File: config.mk
export PLATFORM = sky130hd
export DESIGN_NAME = websocket_frame_deframer
export DESIGN_NICKNAME = d
export VERILOG_FILES = /design/src/rtl/wsd_pkg.sv /design/src/rtl/wsd_parser.sv /design/src/rtl/wsd_out_buf.sv /design/src/rtl/websocket_frame_deframer.sv
export SDC_FILE = /design/constraint.sdc
export NUM_CORES = 1
export LEC_CHECK = 0
export ABC_CLOCK_PERIOD_IN_PS = 9300
export BUFFER_PORTS_ARGS = -buffer_cell sky130_fd_sc_hd__buf_2
export CORE_ASPECT_RATIO = 0.9
export CORE_MARGIN = 1.5
export CORE_UTILIZATION = 60
export CTS_BUF_LIST = sky130_fd_sc_hd__clkbuf_16
export DETAILED_ROUTE_END_ITERATION = 16
export PLACE_DENSITY_LB_ADDON = 0.25
export SYNTH_ARGS = -nofsm -noshare
export SYNTH_HDL_FRONTEND = slang
export SYNTH_SLANG_ARGS = --single-unit
export TNS_END_PERCENT = 50
File: constraint.sdc
create_clock -name i_clk -period 9.3 [get_ports i_clk]
set_clock_uncertainty 0.2 [all_clocks]
set_input_delay 1.395 -clock i_clk [delete_from_list [all_inputs] [get_ports i_clk]]
set_output_delay 1.395 -clock i_clk [all_outputs]
set_load 0.05 [all_outputs]
File: src/rtl/wsd_pkg.sv
// shared types and constants for the websocket frame deframer
package wsd_pkg;

    // parser phase
    typedef enum logic [2:0] {
        PH_HDR0    = 3'd0,
        PH_HDR1    = 3'd1,
        PH_EXTLEN  = 3'd2,
        PH_MASK    = 3'd3,
        PH_PAYLOAD = 3'd4
    } t_phase;

    // kind of a result beat
    typedef enum logic [1:0] {
        KIND_HEADER    = 2'd0,
        KIND_PAYLOAD   = 2'd1,
        KIND_LEN_ERROR = 2'd2
    } t_kind;

    // length codes of the 7-bit length field
    localparam logic [6:0] LEN7_EXT16 = 7'd126;
    localparam logic [6:0] LEN7_EXT64 = 7'd127;

    // largest payload of a control frame
    localparam logic [63:0] CTRL_MAX_LEN = 64'd125;

    // remaining extended length and mask bytes, minus one
    localparam logic [2:0] CNT_EXT16 = 3'd1;
    localparam logic [2:0] CNT_EXT64 = 3'd7;
    localparam logic [2:0] CNT_MASK  = 3'd3;

    // output tdata width, 81 field bits padded to whole bytes
    localparam int unsigned OUT_DATA_W = 88;

    // one result beat
    typedef struct packed {
        t_kind       kind;
        logic        fin;
        logic [2:0]  rsv_bits;
        logic [3:0]  opcode;
        logic        masked;
        logic [63:0] payload_length;
        logic [7:0]  payload_byte;
        logic        last;
    } t_result;

endpackage

File: src/rtl/wsd_parser.sv
// frame header parser and payload unmasking, one byte per cycle while i_beat is high
module wsd_parser (
    input  logic             i_clk,
    input  logic             i_rst_n,
    input  logic             i_beat,
    input  logic [7:0]       i_data_byte,
    output logic             o_res_valid,
    output wsd_pkg::t_result o_res
);

    wsd_pkg::t_phase r_phase, n_phase;
    logic [2:0]  r_byte_count, n_byte_count;
    logic [7:0]  r_first_byte, n_first_byte;
    logic [63:0] r_length, n_length;
    logic [31:0] r_mask_key, n_mask_key;
    logic [63:0] r_remaining, n_remaining;
    logic [1:0]  r_mask_index, n_mask_index;
    logic [8:0]  r_flags, n_flags;

    logic        len_done;
    logic        hdr_done;
    logic        res_valid;
    wsd_pkg::t_kind res_kind;
    logic [7:0]  res_byte;
    logic        res_last;
    logic [7:0]  key_byte;
    logic [63:0] rem_dec;

    // mask key byte for the current payload position, first key byte on top
    always_comb begin
        unique case (r_mask_index)
            2'd0:    key_byte = r_mask_key[31:24];
            2'd1:    key_byte = r_mask_key[23:16];
            2'd2:    key_byte = r_mask_key[15:8];
            default: key_byte = r_mask_key[7:0];
        endcase
    end

    assign rem_dec = r_remaining - 64'd1;

    // next state and result
    always_comb begin
        n_phase      = r_phase;
        n_byte_count = r_byte_count;
        n_first_byte = r_first_byte;
        n_length     = r_length;
        n_mask_key   = r_mask_key;
        n_remaining  = r_remaining;
        n_mask_index = r_mask_index;
        n_flags      = r_flags;
        len_done     = 1'b0;
        hdr_done     = 1'b0;
        res_valid    = 1'b0;
        res_kind     = wsd_pkg::KIND_HEADER;
        res_byte     = 8'd0;
        res_last     = 1'b0;

        unique case (r_phase)
            wsd_pkg::PH_HDR1: begin
                n_flags = {r_first_byte[7], r_first_byte[6:4], r_first_byte[3:0],
                           i_data_byte[7]};
                if (i_data_byte[6:0] == wsd_pkg::LEN7_EXT16) begin
                    n_length     = 64'd0;
                    n_byte_count = wsd_pkg::CNT_EXT16;
                    n_phase      = wsd_pkg::PH_EXTLEN;
                end else if (i_data_byte[6:0] == wsd_pkg::LEN7_EXT64) begin
                    n_length     = 64'd0;
                    n_byte_count = wsd_pkg::CNT_EXT64;
                    n_phase      = wsd_pkg::PH_EXTLEN;
                end else begin
                    n_length = {57'd0, i_data_byte[6:0]};
                    len_done = 1'b1;
                end
            end
            wsd_pkg::PH_EXTLEN: begin
                n_length = {r_length[55:0], i_data_byte};
                if (r_byte_count == 3'd0) begin
                    len_done = 1'b1;
                end else begin
                    n_byte_count = r_byte_count - 3'd1;
                end
            end
            wsd_pkg::PH_MASK: begin
                n_mask_key = {r_mask_key[23:0], i_data_byte};
                if (r_byte_count == 3'd0) begin
                    hdr_done = 1'b1;
                end else begin
                    n_byte_count = r_byte_count - 3'd1;
                end
            end
            wsd_pkg::PH_PAYLOAD: begin
                res_valid    = 1'b1;
                res_kind     = wsd_pkg::KIND_PAYLOAD;
                res_byte     = r_flags[0] ? (i_data_byte ^ key_byte) : i_data_byte;
                n_mask_index = r_mask_index + 2'd1;
                n_remaining  = rem_dec;
                if (rem_dec == 64'd0) begin
                    res_last = 1'b1;
                    n_phase  = wsd_pkg::PH_HDR0;
                end
            end
            default: begin
                n_first_byte = i_data_byte;
                n_phase      = wsd_pkg::PH_HDR1;
            end
        endcase

        // length known: read the mask key next, or finish the header
        if (len_done) begin
            if (n_flags[0]) begin
                n_mask_key   = 32'd0;
                n_byte_count = wsd_pkg::CNT_MASK;
                n_phase      = wsd_pkg::PH_MASK;
            end else begin
                hdr_done = 1'b1;
            end
        end

        // header complete: error, empty frame or start of payload
        if (hdr_done) begin
            res_valid = 1'b1;
            if (n_flags[4] && (n_length > wsd_pkg::CTRL_MAX_LEN)) begin
                res_kind = wsd_pkg::KIND_LEN_ERROR;
                n_phase  = wsd_pkg::PH_HDR0;
            end else if (n_length == 64'd0) begin
                res_last = 1'b1;
                n_phase  = wsd_pkg::PH_HDR0;
            end else begin
                n_remaining  = n_length;
                n_mask_index = 2'd0;
                n_phase      = wsd_pkg::PH_PAYLOAD;
            end
        end
    end

    // parser state registers
    always_ff @(posedge i_clk) begin
        if (!i_rst_n) begin
            r_phase      <= wsd_pkg::PH_HDR0;
            r_byte_count <= 3'd0;
            r_first_byte <= 8'd0;
            r_length     <= 64'd0;
            r_mask_key   <= 32'd0;
            r_remaining  <= 64'd0;
            r_mask_index <= 2'd0;
            r_flags      <= 9'd0;
        end else if (i_beat) begin
            r_phase      <= n_phase;
            r_byte_count <= n_byte_count;
            r_first_byte <= n_first_byte;
            r_length     <= n_length;
            r_mask_key   <= n_mask_key;
            r_remaining  <= n_remaining;
            r_mask_index <= n_mask_index;
            r_flags      <= n_flags;
        end
    end

    // result handed to the output stage in the cycle of the beat
    assign o_res_valid          = i_beat & res_valid;
    assign o_res.kind           = res_kind;
    assign o_res.fin            = n_flags[8];
    assign o_res.rsv_bits       = n_flags[7:5];
    assign o_res.opcode         = n_flags[4:1];
    assign o_res.masked         = n_flags[0];
    assign o_res.payload_length = n_length;
    assign o_res.payload_byte   = res_byte;
    assign o_res.last           = res_last;

endmodule

File: src/rtl/wsd_out_buf.sv
// two-entry result register with skid, decouples input ready from output ready
module wsd_out_buf (
    input  logic             i_clk,
    input  logic             i_rst_n,
    input  logic             i_wr,
    input  wsd_pkg::t_result i_wr_res,
    output logic             o_full,
    output logic             o_valid,
    input  logic             i_ready,
    output wsd_pkg::t_result o_res
);

    wsd_pkg::t_result r_buf [2];
    logic       r_wr_ptr, n_wr_ptr;
    logic       r_rd_ptr, n_rd_ptr;
    logic [1:0] r_count, n_count;
    logic       pop;

    assign pop     = (r_count != 2'd0) & i_ready;
    assign o_valid = (r_count != 2'd0);
    assign o_full  = (r_count == 2'd2);
    assign o_res   = r_buf[r_rd_ptr];

    // pointer and fill count update
    always_comb begin
        n_wr_ptr = i_wr ? ~r_wr_ptr : r_wr_ptr;
        n_rd_ptr = pop ? ~r_rd_ptr : r_rd_ptr;
        n_count  = r_count + {1'b0, i_wr} - {1'b0, pop};
    end

    always_ff @(posedge i_clk) begin
        if (!i_rst_n) begin
            r_wr_ptr <= 1'b0;
            r_rd_ptr <= 1'b0;
            r_count  <= 2'd0;
        end else begin
            r_wr_ptr <= n_wr_ptr;
            r_rd_ptr <= n_rd_ptr;
            r_count  <= n_count;
        end
    end

    // entry storage
    always_ff @(posedge i_clk) begin
        if (i_wr) begin
            r_buf[r_wr_ptr] <= i_wr_res;
        end
    end

endmodule

File: src/rtl/websocket_frame_deframer.sv
// websocket frame deframer top level: byte stream in, header and payload results out
// Takes one raw connection byte per beat and can accept a byte in every cycle unless
// the output buffer is full; each byte is fully handled in the cycle it is accepted,
// and its result (if any) is written into the output buffer. Header bytes, extended
// length bytes and mask bytes give no result except the byte that completes the header,
// which gives a header beat (tlast set for an empty payload) or, for a control frame
// longer than 125 bytes, a length error beat after which the next byte starts a new
// header. Every payload byte gives one beat, unmasked, with tlast on the final one. A
// two-entry output buffer lets the slave side keep taking bytes while one result waits;
// tready drops only when both entries are held.
module websocket_frame_deframer (
    input  logic        i_clk,
    input  logic        i_rst_n,
    input  logic        i_s_axis_tvalid,
    output logic        o_s_axis_tready,
    input  logic [7:0]  i_s_axis_tdata,   // data_byte
    output logic        o_m_axis_tvalid,
    input  logic        i_m_axis_tready,
    // fin, rsv_bits[3:1], opcode[7:4], masked, payload_length[72:9],
    // payload_byte[80:73], zero pad
    output logic [wsd_pkg::OUT_DATA_W-1:0] o_m_axis_tdata,
    output logic [1:0]  o_m_axis_tuser,   // out_kind
    output logic        o_m_axis_tlast    // last
);

    logic             beat;
    logic             res_valid;
    wsd_pkg::t_result res;
    logic             buf_full;
    wsd_pkg::t_result out_res;

    assign o_s_axis_tready = ~buf_full;
    assign beat            = i_s_axis_tvalid & ~buf_full;

    wsd_parser u_parser (
        .i_clk       (i_clk),
        .i_rst_n     (i_rst_n),
        .i_beat      (beat),
        .i_data_byte (i_s_axis_tdata),
        .o_res_valid (res_valid),
        .o_res       (res)
    );

    wsd_out_buf u_out_buf (
        .i_clk    (i_clk),
        .i_rst_n  (i_rst_n),
        .i_wr     (res_valid),
        .i_wr_res (res),
        .o_full   (buf_full),
        .o_valid  (o_m_axis_tvalid),
        .i_ready  (i_m_axis_tready),
        .o_res    (out_res)
    );

    // pack the result beat
    assign o_m_axis_tdata = {7'd0, out_res.payload_byte, out_res.payload_length,
                             out_res.masked, out_res.opcode, out_res.rsv_bits,
                             out_res.fin};
    assign o_m_axis_tuser = out_res.kind;
    assign o_m_axis_tlast = out_res.last;

endmodule
==> results of run 1 <==
[cell usage after synthesis, types with 7 or more instances]
cell      instances
a211oi_1         80
a21oi_1          86
a221oi_1         49
a222oi_1          8
a31oi_1          20
a32oi_1           7
and2_1            9
buf_1            12
buf_2            24
buf_4             7
clkbuf_1        111
dfxtp_1         190
edfxtp_1        168
ha_1             10
inv_1            69
mux2_2           91
mux2i_1          12
nand2_1         185
nand2b_1         12
nand3_1          27
nand3b_1         10
nand4_1          34
nor2_1          176
nor2b_1          57
nor3_1           58
nor3b_1          50
nor4_1           40
o2111a_1          8
o21ai_0          49
o221ai_1          7
o22ai_1          13
o311ai_0          8
or2_2             7
or3_1             9
or4_1             9
xnor2_1          16
xor2_1           13
[worst register-to-register path, cell delays in order (launching register included)]
cell      delay (ns)
dfxtp_2         0.68
buf_4           0.56
clkinv_1        0.52
o211a_1         0.33
a311oi_1        0.59
inv_1           0.22
nand4_1         0.14
nor2_1          0.08
nor3_2          0.28
o211a_2         0.87
nand2_2         0.56
o221a_2         0.46
[power by group through the flow]
| stage | registers [µW] | clock network [µW] | logic (µW) |
|---|---|---|---|
| after floorplan | 2090 | 0 | 2190 |
| after global placement | 2200 | 0 | 2800 |
| after detailed placement | 2220 | 0 | 2820 |
| after CTS | 2190 | 1600 | 2840 |
| after global routing | 2230 | 1650 | 3080 |
| final | 2200 | 1590 | 2900 |
[metal layers]
layer / vias to the layer above / share of wire
met5: - / 0.0012
met1: 7521 / 0.42
met2: 906 / 0.42
li1: 6981 / -
met3: 105 / 0.13
met4: 2 / 0.027
[cells by family after synthesis]
family / after synthesis
AOI/OAI and AO/OA: 419
xor gates and xnor gates: 29
buffers and inverters: 229
muxes: 103
and+or+nand+nor: 716
other: 1
adders and majority gates: 10
DFF: 358
[sequential cells by signal, indices dropped and copies added (netlist names), named ones only]
| register | cells |
|---|---|
| u_parser.r_mask_index | 2 |
| u_parser.r_first_byte | 8 |
| u_parser.r_byte_count | 3 |
| u_parser.r_mask_key | 32 |
| u_parser.r_remaining | 64 |
| u_parser.r_length | 64 |
| u_out_buf.r_buf | 168 |
| u_out_buf.r_count | 2 |
| u_out_buf.r_rd_ptr | 1 |
| u_out_buf.r_wr_ptr | 1 |
| u_parser.r_phase | 3 |
| u_parser.r_flags | 9 |
[metrics by stage]
stage          setup slack (ns)  total power, µW  cell area, µm²  hold WS (ns)
2_1_floorplan              2.32             4290           18000         0.236
3_3_place_gp               3.92             5000           18700         0.242
3_5_place_dp               3.83             5030           18700         0.253
4_1_cts                    3.96             6630           20000         0.261
5_1_grt                    3.56             6960           20000         0.288
6_report                   3.69             6700           20000         0.261
[worst paths after layout]
check	start	end	slack [ns]	depth (start not counted)
max	u_parser.r_phase[2]$_SDFFE_PN0P_	u_parser.r_remaining[32]$_SDFFE_PN0P_	3.69	11
min	u_parser.r_mask_key[31]$_SDFFE_PN0P_	u_parser.r_mask_key[31]$_SDFFE_PN0P_	0.26	2
max reg2reg	u_parser.r_phase[2]$_SDFFE_PN0P_	u_parser.r_remaining[32]$_SDFFE_PN0P_	3.69	11
min reg2reg	u_parser.r_mask_key[31]$_SDFFE_PN0P_	u_parser.r_mask_key[31]$_SDFFE_PN0P_	0.26	2
[area by class of cell]
class                           instances  area [µm²]  area share
Antenna cell                            1        2.50    0.000125
Clock buffer                           38         951      0.0476
Clock inverter                         28         348      0.0174
Inverter                               71         267      0.0133
Multi-Input combinational cell       1284        8270       0.414
Sequential cell                       358        8860       0.444
Tap cell                              396         495      0.0248
Timing Repair Buffer                  136         778      0.0390
==> results.yml, run 1 <==
synthesis:
  synth.distinct_cells: 90
  synth_top_family_by_area: "simple AND/OR/NAND/NOR gates"
  ys.flop_type: "dfxtp_1"
  synth-compound-area-share: 0.168
  netlist_instances: 1865
  ys_async_sr_fraction: 0
  synth_adder_area_share: 0.00695
  synth_edf_count: 168
  netlist_area_mm2: 0.0180
  synthSimpleGateAreaFrac: 0.204
  synth.area.top_cells: "edfxtp_1, dfxtp_1, mux2_2"
  yosys.area.top_type: "edfxtp_1"
  syn_area_per_cell_um2: 9.65
  synth-seq-area-share: 0.492
  synth_top_area_frac: 0.280
  ys_ff_latch: 358
  synth-xor-area-share: 0.0141
  yosysWarnings: 0
  synth_mux_area_frac: 0.0636
pwr:
  seqPwrFrac: 0.329
  net-switching-power_uw: 2890
  peakVddDrop_mv: 0.173
  internal_power_uw: 3810
  power_density_mw_per_mm2: 336
  p_leak_uw: 0.00747
  p_sw_frac: 0.432
  power_frac_comb: 0.433
  power.share.clock: 0.238
floorplan:
  rows: 59
  initial_core_util: 0.616
  dieArea_mm2: 0.0311
  die_w_um: 186
  die_y_um: 167
  core_mm2: 0.0292
  ioPinCount: 105
worst_setup_path:
  crit_fanout: 47
  cp.arrival_ns: 5.83
  cpMaxStageDelayCell: "o211a_2"
  crit_path_end_kind: "flip-flop"
  worst_ep_required_time_ns: 9.52
  crit_chain: "buf_4, clkinv_1, o211a_1, a311oi_1, inv_1, nand4_1, nor2_1, nor3_2, o211a_2, nand2_2, o221a_2"
  criticalPathCategory: "reg2reg"
  cp_top_family: "compound AO/OA/AOI/OAI gates"
  critPathBufInv: 3
  cpPeakStageDelay_ns: 0.87
  start_kind: "flip-flop"
flow_run:
  cap_violations: 0
cells_and_area:
  layout-drive-gt1-share: 0.171
  fill_cells: 2250
  layout_commonest_cell: "dfxtp_1"
  final_cell_mix: "dfxtp_1, nand2_1, nor2_1"
  final_util: 0.683
  fin_cells: 2312
  area_growth_pct: 10.9
  fin_nets: 1910
grt:
  overflow: 0
  track_usage: 0.340
  grt_antenna_before_repair: 1
  grt_use_met3: 0.113
  busiest_layer: "met1"
  grt_pass1_wl_mm: 81.5
  grt_util_met2: 0.481
  grt_pass1_vias: 14200
  grtUsageMet1: 0.492
  grt_max_degree: 99
placement:
  dp_hpwl_mm: 34.8
  port_buffers: 97
  place.gp.congestion: 0.983
  place_inst: 2245
sta:
  slew_headroom: 0.171
  setup-violations-final: 0
  min_period_ns: 5.61
  fmax_mhz: 178
  period_share: 0.603
  rsz0062_at_grt: "false"
  worst-slew-pin-transition_ns: 1.24
  finalHoldViolations: 0
  finalMaxSlewViolations: 0
  fin_setup_tns_ns: 0
routing:
  drtIter0Drc: 2195
  final_antenna_net_count: 0
  num_vias: 15500
  wl_per_cell_um: 23.0
  viasPerCell: 6.71
  wirelength_mm: 53.3
  drc: 0
  first_pass_iters: 8
clocking:
  cts-htree-levels: 2
  numCtsBuffers: 37
  clk_path_buf_depth: 3
  clk_latency_ns: 0.55
  post_cts_resized: 0
  clk_pin_slew_worst_paths_ns: 0.06
  cts_tree: "yes"
  cts_setup_buffers: 0
  root_buffer: "clkbuf_16"
  postCtsHoldBufs: 0
  clock-sinks: 358
status:
  status: "complete, no violations"
hold_path:
  hp-class: "reg2reg"
Power figures use the tool's default switching activity.
==> run 2, diff against run 1 <==
Settings changed: ABC_CLOCK_PERIOD_IN_PS 9300 to 5300.
Clock period 9.3 ns to 5.3 ns, I/O delays scaled along.
==> run 2 against run 1 <==
First-iteration DRC count up 6.1%. Power rose by 74%. Final area increased by 0.16%. Global-route usage is 0.57 points higher. Utilization up 0.11 points. Setup slack worse by 3.3 ns. Clock power increased by 62%. Via count up 0.29%. Non-clock buffer count is 12 higher. Maximum frequency up 14%. Highest routed layer unchanged.
==> results.yml, run 2 (synthesis gave the netlist of run 1 again) <==
floorplan:
  dieArea_mm2: 0.0311
  die_w_um: 186
  ioPinCount: 105
  core_mm2: 0.0292
  rows: 59
  die_y_um: 167
  initial_core_util: 0.616
clocking:
  cts-htree-levels: 2
  clock-sinks: 358
  post_cts_resized: 0
  cts_tree: "yes"
  cts_setup_buffers: 0
  numCtsBuffers: 37
  clk_pin_slew_worst_paths_ns: 0.06
  clk_path_buf_depth: 3
  root_buffer: "clkbuf_16"
  clk_latency_ns: 0.55
  postCtsHoldBufs: 0
grt:
  overflow: 0
  grt_antenna_before_repair: 1
  grt_pass1_wl_mm: 82.8
  grt_max_degree: 115
  track_usage: 0.346
  grt_pass1_vias: 14300
hold_path:
  hp-class: "reg2reg"
sta:
  setup-violations-final: 0
  period_share: 0.932
  fmax_mhz: 202
  worst-slew-pin-transition_ns: 1.38
  finalMaxSlewViolations: 0
  min_period_ns: 4.94
  slew_headroom: 0.0786
  finalHoldViolations: 0
  rsz0062_at_grt: "false"
  holdWs_ns: 0.258
cells_and_area:
  fin_cells: 2325
  final_util: 0.684
  final_cell_mix: "dfxtp_1, nand2_1, nor2_1"
  fin_nets: 1922
  top_register: "u_out_buf.r_buf"
  stdcell_area_mm2: 0.0200
  layout-drive-gt1-share: 0.173
  n_antenna_cell: 0
  layout_commonest_cell: "dfxtp_1"
  area_growth_pct: 11.1
  top_regs: "u_out_buf.r_buf (168), u_parser.r_length (64), u_parser.r_remaining (64)"
  largest_register_ffs: 168
flow_run:
  cap_violations: 0
placement:
  port_buffers: 97
  place.gp.congestion: 1.02
  place_area_mm2: 0.0188
  dp_hpwl_mm: 36.3
  place_inst: 2257
pwr:
  peakVddDrop_mv: 0.348
  power_density_mw_per_mm2: 584
  finalPower_uw: 11700
  p_leak_uw: 0.00753
worst_setup_path:
  crit_fanout: 73
  crit_path_end_kind: "flip-flop"
  start_kind: "flip-flop"
  worst_ep_required_time_ns: 5.51
  cp.arrival_ns: 5.15
  criticalPathCategory: "reg2reg"
routing:
  viasPerCell: 6.69
  num_vias: 15600
  drc: 0
  wirelength_mm: 54.0
  final_antenna_net_count: 0
  first_pass_iters: 7
  drtIter0Drc: 2329
  wl_per_cell_um: 23.2
status:
  status: "complete, no violations"
==> run 2: path summary, 6_finish.rpt <==
kind	startpoint	cells after the start	slack [ns]	end
setup / recovery	u_parser.r_phase[0]$_SDFFE_PN0P_	11	0.36	u_parser.r_remaining[32]$_SDFFE_PN0P_
hold / removal	u_parser.r_mask_key[26]$_SDFFE_PN0P_	2	0.26	u_parser.r_mask_key[26]$_SDFFE_PN0P_
setup reg to reg	u_parser.r_phase[0]$_SDFFE_PN0P_	11	0.36	u_parser.r_remaining[32]$_SDFFE_PN0P_
hold reg to reg	u_parser.r_mask_key[26]$_SDFFE_PN0P_	2	0.26	u_parser.r_mask_key[26]$_SDFFE_PN0P_
==> run 2: final cells by class <==
type	instances	area, µm²
Fill cell	2290	9240
Sequential cell	358	8860
Multi-Input combinational cell	1284	8270
Clock buffer	38	951
Timing Repair Buffer	148	918
Tap cell	396	495
Inverter	71	267
Clock inverter	30	241
==> run 2: critical path, cell delays in order (launching register included) <==
cell,delay [ns]
dfxtp_2,0.43
buf_4,0.65
nor2_1,0.43
and2_1,0.28
a221oi_1,0.34
inv_1,0.21
nor3_1,0.23
nand4_1,0.19
nor3_2,0.39
o211a_2,0.58
nand2_2,0.44
o221a_2,0.43
==> run 2: where the power goes <==
part	switching [µW]	internal (µW)	leakage, µW
Combinational	3490	1710	0.00379
Clock	1110	1460	0.000624
Sequential	484	3420	0.00312
==> run 2: layer usage <==
| metal | global-route usage | vias up | share of wire |
|---|---|---|---|
| li1 | - | 7003 | - |
| met1 | 0.522 | 7476 | 0.43 |
| met2 | 0.494 | 968 | 0.42 |
| met3 | 0.0750 | 111 | 0.12 |
| met4 | 0.104 | 2 | 0.026 |
| met5 | 0 | - | 0.00022 |
==> run 2: stage by stage <==
step	TNS (ns)	setup WS, ns
floorplan	-211.06	-1.26
global placement	0	0.617
detailed placement	0	0.582
CTS	0	0.476
global route	0	0.200
finish	0	0.359
